===== src/rtl/mwe_queue.sv =====
// Two-entry lane record queue between the front and back ends.
// Depends on nothing; width is a parameter.
`timescale 1ns / 1ps
module mwe_queue #(
   parameter int Width = 8
) (
   input  logic             clock,
   input  logic             reset,
   input  logic             push,
   output logic             push_ready,
   input  logic [Width-1:0] push_data,
   output logic             pop_valid,
   input  logic             pop,
   output logic [Width-1:0] pop_data
);
   logic [Width-1:0] mem_ff [2];
   logic [1:0] cnt_ff, cnt_in;
   logic       rd_ff, rd_in, wr_ff, wr_in;
   logic       do_push, do_pop;

   assign push_ready = cnt_ff != 2'd2;
   assign pop_valid  = cnt_ff != 2'd0;
   assign do_push    = push && push_ready;
   assign do_pop     = pop && pop_valid;
   assign pop_data   = mem_ff[rd_ff];

   // advance pointers and count
   always_comb begin
      rd_in  = do_pop ? !rd_ff : rd_ff;
      wr_in  = do_push ? !wr_ff : wr_ff;
      cnt_in = cnt_ff + {1'b0, do_push} - {1'b0, do_pop};
   end

   always_ff @(posedge clock) begin
      if (reset) begin
         cnt_ff <= '0;
         rd_ff  <= 1'b0;
         wr_ff  <= 1'b0;
      end else begin
         cnt_ff <= cnt_in;
         rd_ff  <= rd_in;
         wr_ff  <= wr_in;
      end
      if (do_push) mem_ff[wr_ff] <= push_data;
   end
endmodule


===== config.mk =====
export PLATFORM = sky130hd
export DESIGN_NAME = mwe_queue
export DESIGN_NICKNAME = d
export VERILOG_FILES = /design/src/rtl/mwe_queue.sv
export SDC_FILE = /design/constraint.sdc
export NUM_CORES = 1
export LEC_CHECK = 0
export BUFFER_PORTS_ARGS = -buffer_cell sky130_fd_sc_hd__buf_2
export CELL_PAD_IN_SITES_DETAIL_PLACEMENT = 1
export CELL_PAD_IN_SITES_GLOBAL_PLACEMENT = 2
export CORE_UTILIZATION = 34
export CTS_BUF_LIST = sky130_fd_sc_hd__clkbuf_8 sky130_fd_sc_hd__clkbuf_16
export DETAILED_ROUTE_END_ITERATION = 12
export HOLD_SLACK_MARGIN = 0.03
export PLACE_DENSITY_LB_ADDON = 0.15
export SYNTH_ARGS = -nofsm -noshare
export SYNTH_HDL_FRONTEND = slang
export SYNTH_SLANG_ARGS = --single-unit
export TNS_END_PERCENT = 30

===== constraint.sdc =====
create_clock -name clock -period 1.9 [get_ports clock]
set_input_delay 0.285 -clock clock [delete_from_list [all_inputs] [get_ports clock]]
set_output_delay 0.285 -clock clock [all_outputs]
set_load 0.03 [all_outputs]

After elaboration in Yosys (flattened, before gate mapping)
Memory sizes are Yosys's and may differ from the RTL's. A register that Yosys moved wholly into a read port is not among the register bits.
Index checks and enable logic that the tools add are counted.
{ "word_totals": {"ff_bits": 4, "mem_count": 1, "in_bits": 12, "word_cells": 16, "output_inout_bits": 10, "ramBits": 16} }
{ "memory_table": {"columns": ["memory", "depth", "width", "read_ports", "rd_ports_with_merged_regs", "wr", "line", "text"], "rows": [
  ["mem_ff", 2, 8, 1, 1, 1, "16", "logic [Width-1:0] mem_ff [2];"]
]} }
{ "op_classes": {"eq_ne": 1, "reduce_logical": 5, "n_addsub": 2, "n_mux": 4} }
{ "ops": {"columns": ["operator", "count"], "rows": [
  ["$mux W1", 4],
  ["$add A2 B1 Y2", 1],
  ["$logic_and A1 B1 Y1", 2],
  ["$logic_not A1 Y1", 2],
  ["$ne A2 B2 Y1 const B", 1],
  ["$reduce_bool A2 Y1", 1],
  ["$sub A2 B1 Y2", 1]
]} }

Depth between registers and ports, before layout
{ "depth": {"ltp_word": 4, "mapped_depth": 6, "mapped_depth_nobuf": 6} }

Least setup slack after synthesis
No wires, ideal clock.
{ "synth_path": {"kind": "flip-flop to flip-flop", "startpoint": "register cnt_ff[0]", "endpoint": "memory mem_ff[1][0], enable pin", "t_required_ns": 1.568, "setup_time_ns": 0.332, "slack_ns": 0.470, "arrival_ns": 1.098, "path_stages_with_launch": 3, "period_less_slack_ns": 1.430, "path_cell_list": "dfxtp_1 > nand2b_1 > and3_1"} }
{ "synth_between": {"elab_chain_len": 4} }
{ "synth_lines": {"columns": ["item", "line", "text"], "rows": [
  ["from (decl)", "17", "logic [1:0] cnt_ff, cnt_in;"],
  ["from (signal assigned)", "40", "cnt_ff <= cnt_in;"],
  ["$ne A2 B2 Y1", "21", "assign push_ready = cnt_ff != 2'd2;"],
  ["named net push_ready", "10", "output logic push_ready,"],
  ["$logic_and A1 B1 Y1", "23", "assign do_push = push && push_ready;"],
  ["$mux W1", "44", "if (do_push) mem_ff[wr_ff] <= push_data;"],
  ["$mux W1 (implied by the code)", "44", null],
  ["to (decl)", "16", null]
]} }
The timed path passes the listed nets, and every way through them passes these cells.

==> results.txt <==
outcome -> completed
Synth Net Count -> 67
starting density of the core -> 36.9%
Mean Syn Cell Area -> 15.4 um^2
startpoint types -> flop
initial antenna violation count -> 0
# hold bufs at CTS -> 0
first-pass GRT wire length -> 2360 um
Finished Core Util -> 45.0%
design area -> 1010 um^2
worst skew pair latency -> 0.25 ns
Worst-path clk slew -> 0.07 ns
Setup Buffers After CTS -> 0
unique cell type count in the Yosys netlist -> 23
Final Hold Vio Count -> 0
clk root buf -> clkbuf_8
Slew @ Worst Pin -> 0.378 ns
worst path required time -> 1.62 ns
post-CTS resize count -> 0
setup violators final -> 0
Worst IR Drop VDD -> 0.516 mV
Final GP Congestion -> 0.733
Hold Crit Start -> push_data[6]
Placeable Area -> 2250 um^2
Cells after Synth -> 54
number of iterations in the first detailed-routing pass -> 3
die height -> 51.5 um
Nets -> 92
share of layout cells above drive strength 1 -> 46.2%
Layout area overhead -> 21.8%
Seq/Total Area, Yosys -> 69.8%
clock skew -> 0.00111 ns
final setup margin -> 0.244 ns
multi-input logic area -> 243 um^2
register area -> 581 um^2
GR Overflow Total -> 0
total CTS buffers -> 3
Mapped Area -> 832 um^2
CP Max Fanout -> 8
Rel. slew slack -> 74.4%
FF-to-FF Start -> cnt_ff[1]
Site Rows -> 17
CTS tree -> done
Hold Path Class -> input pin to flop
Fmax -> 604 MHz
Detail Route Antenna Nets -> 0
setup TNS -> 0 ns
Ports -> 22
Leakage Power -> 0.401 nW
via count -> 502
max-cap viol count -> 0
Worst EP arrival -> 1.37 ns
pre-CTS setup slack -> 0.397 ns
Total Wirelength -> 1400 um
RSZ-0062 raised after global routing -> no
initial DRC count -> 2
post-route minimum period -> 1.66 ns
hpwl dp -> 1040 um
crit end category -> output port
vias in the first global route -> 517
# diodes -> 0
post-DR wirelength/cell -> 13.2 um
placed cell areas -> 967 um^2
period utilisation layout -> 87.2%
Die W -> 51.5 um
number of port buffers -> 21
Global Route Usage Sum -> 12.8%
Ys Warns -> 0
fill count -> 258
power consumption -> 1.25 mW
Avg Vias per Cell -> 4.74
largest net degree at the start of global routing -> 13
Max Root-Sink Buffers -> 2
critical path type -> flop to output port
Residual DRC -> 0
Slew Limit Fails -> 0
PD cells -> 1230 nW/um^2
# clock sinks -> 21
Die Area -> 2650 um^2
H-tree levels -> 1
post-synthesis sequential element count -> 21
-- cells in the mapped netlist --
cell | n | area [um^2]
a21bo_2 | 1 | 10.0
a21oi_1 | 1 | 5.00
and2b_1 | 1 | 7.51
and3_1 | 2 | 12.5
buf_2 | 1 | 5.00
dfxtp_1 | 5 | 100
edfxtp_1 | 16 | 480
ha_1 | 1 | 12.5
inv_1 | 1 | 3.75
mux2_2 | 8 | 90.1
nand2b_1 | 1 | 6.26
nand3_1 | 1 | 5.00
nand3b_1 | 1 | 7.51
nor2_1 | 4 | 15.0
nor2b_1 | 1 | 6.26
nor3_1 | 1 | 5.00
nor4_1 | 1 | 6.26
nor4bb_1 | 1 | 10.0
o21ai_0 | 2 | 10.0
o21ba_2 | 1 | 10.0
o31a_1 | 1 | 8.76
or2_2 | 1 | 6.26
xor2_1 | 1 | 8.76
-- layout make-up --
cell class,instances,area share [%]
flip-flops and latches,21,57.3
multi-input cells,31,24.0
repair buffers,21,10.4
clock buffers,3,4.07
well taps,28,3.46
clock inverters,1,0.494
inverters,1,0.370
-- logic make-up (layout without fill, tap and decap cells) --
family | Yosys count | after routing | synth area share, %
AO/OA/AOI/OAI | 6 | 6 | 5.26
XOR/XNOR | 1 | 1 | 1.05
flip-flops | 21 | 21 | 69.8
adder cells (fa/ha/maj) | 1 | 1 | 1.50
AND/OR/NAND/NOR | 15 | 15 | 10.5
multiplexers | 8 | 8 | 10.8
buffers and inverters | 2 | 26 | 1.05
-- layout by cell type (no fill, tap or decap), types with 2 or more instances in the layout --
| master | instances |
|---|---|
| o21ai_0 | 2 |
| dfxtp_1 | 5 |
| mux2_2 | 8 |
| and3_1 | 2 |
| edfxtp_1 | 16 |
| clkbuf_8 | 3 |
| nor2_1 | 4 |
| buf_2 | 21 |
-- flip-flops by register name, indices dropped and copies added (netlist names), named ones only --
signal  count
wr_ff       1
rd_ff       1
cnt_ff      2
mem_ff     16
-- metrics by stage --
step	hold WS [ns]	std cells
floorplan	0.354	54
global placement	0.474	102
detailed placement	0.479	102
CTS	0.209	106
global route	0.208	106
finish	0.216	106
-- path summary, 6_finish.rpt --
path              slack (ns)           end  cells after the start
setup / recovery        0.24   pop_data[0]                      2
hold / removal          0.22  mem_ff[0][6]                      1
setup reg to reg        0.42     cnt_ff[1]                      6
hold reg to reg         0.51          flop                      2
-- report_power, final --
| group | internal (mW) | leakage, nW | switching [mW] |
|---|---|---|---|
| clock network | 0.146 | 0.0255 | 0.135 |
| registers | 0.561 | 0.191 | 0.0505 |
| logic | 0.147 | 0.185 | 0.211 |
-- worst max-delay path, cell delays in order, from the launching register on --
cell and delay, ns:
dfxtp_1 0.56, mux2_2 0.38, buf_2 0.18
-- per-layer routing --
metal	vias up	global-route usage [%]	share of wire, %
li1	249	-	-
met1	240	15.0	46
met2	11	21.9	51
met3	2	2.68	2.6
met4	0	6.76	0.64
met5	-	0	0
No activity file was read; power rests on OpenSTA's default activity.
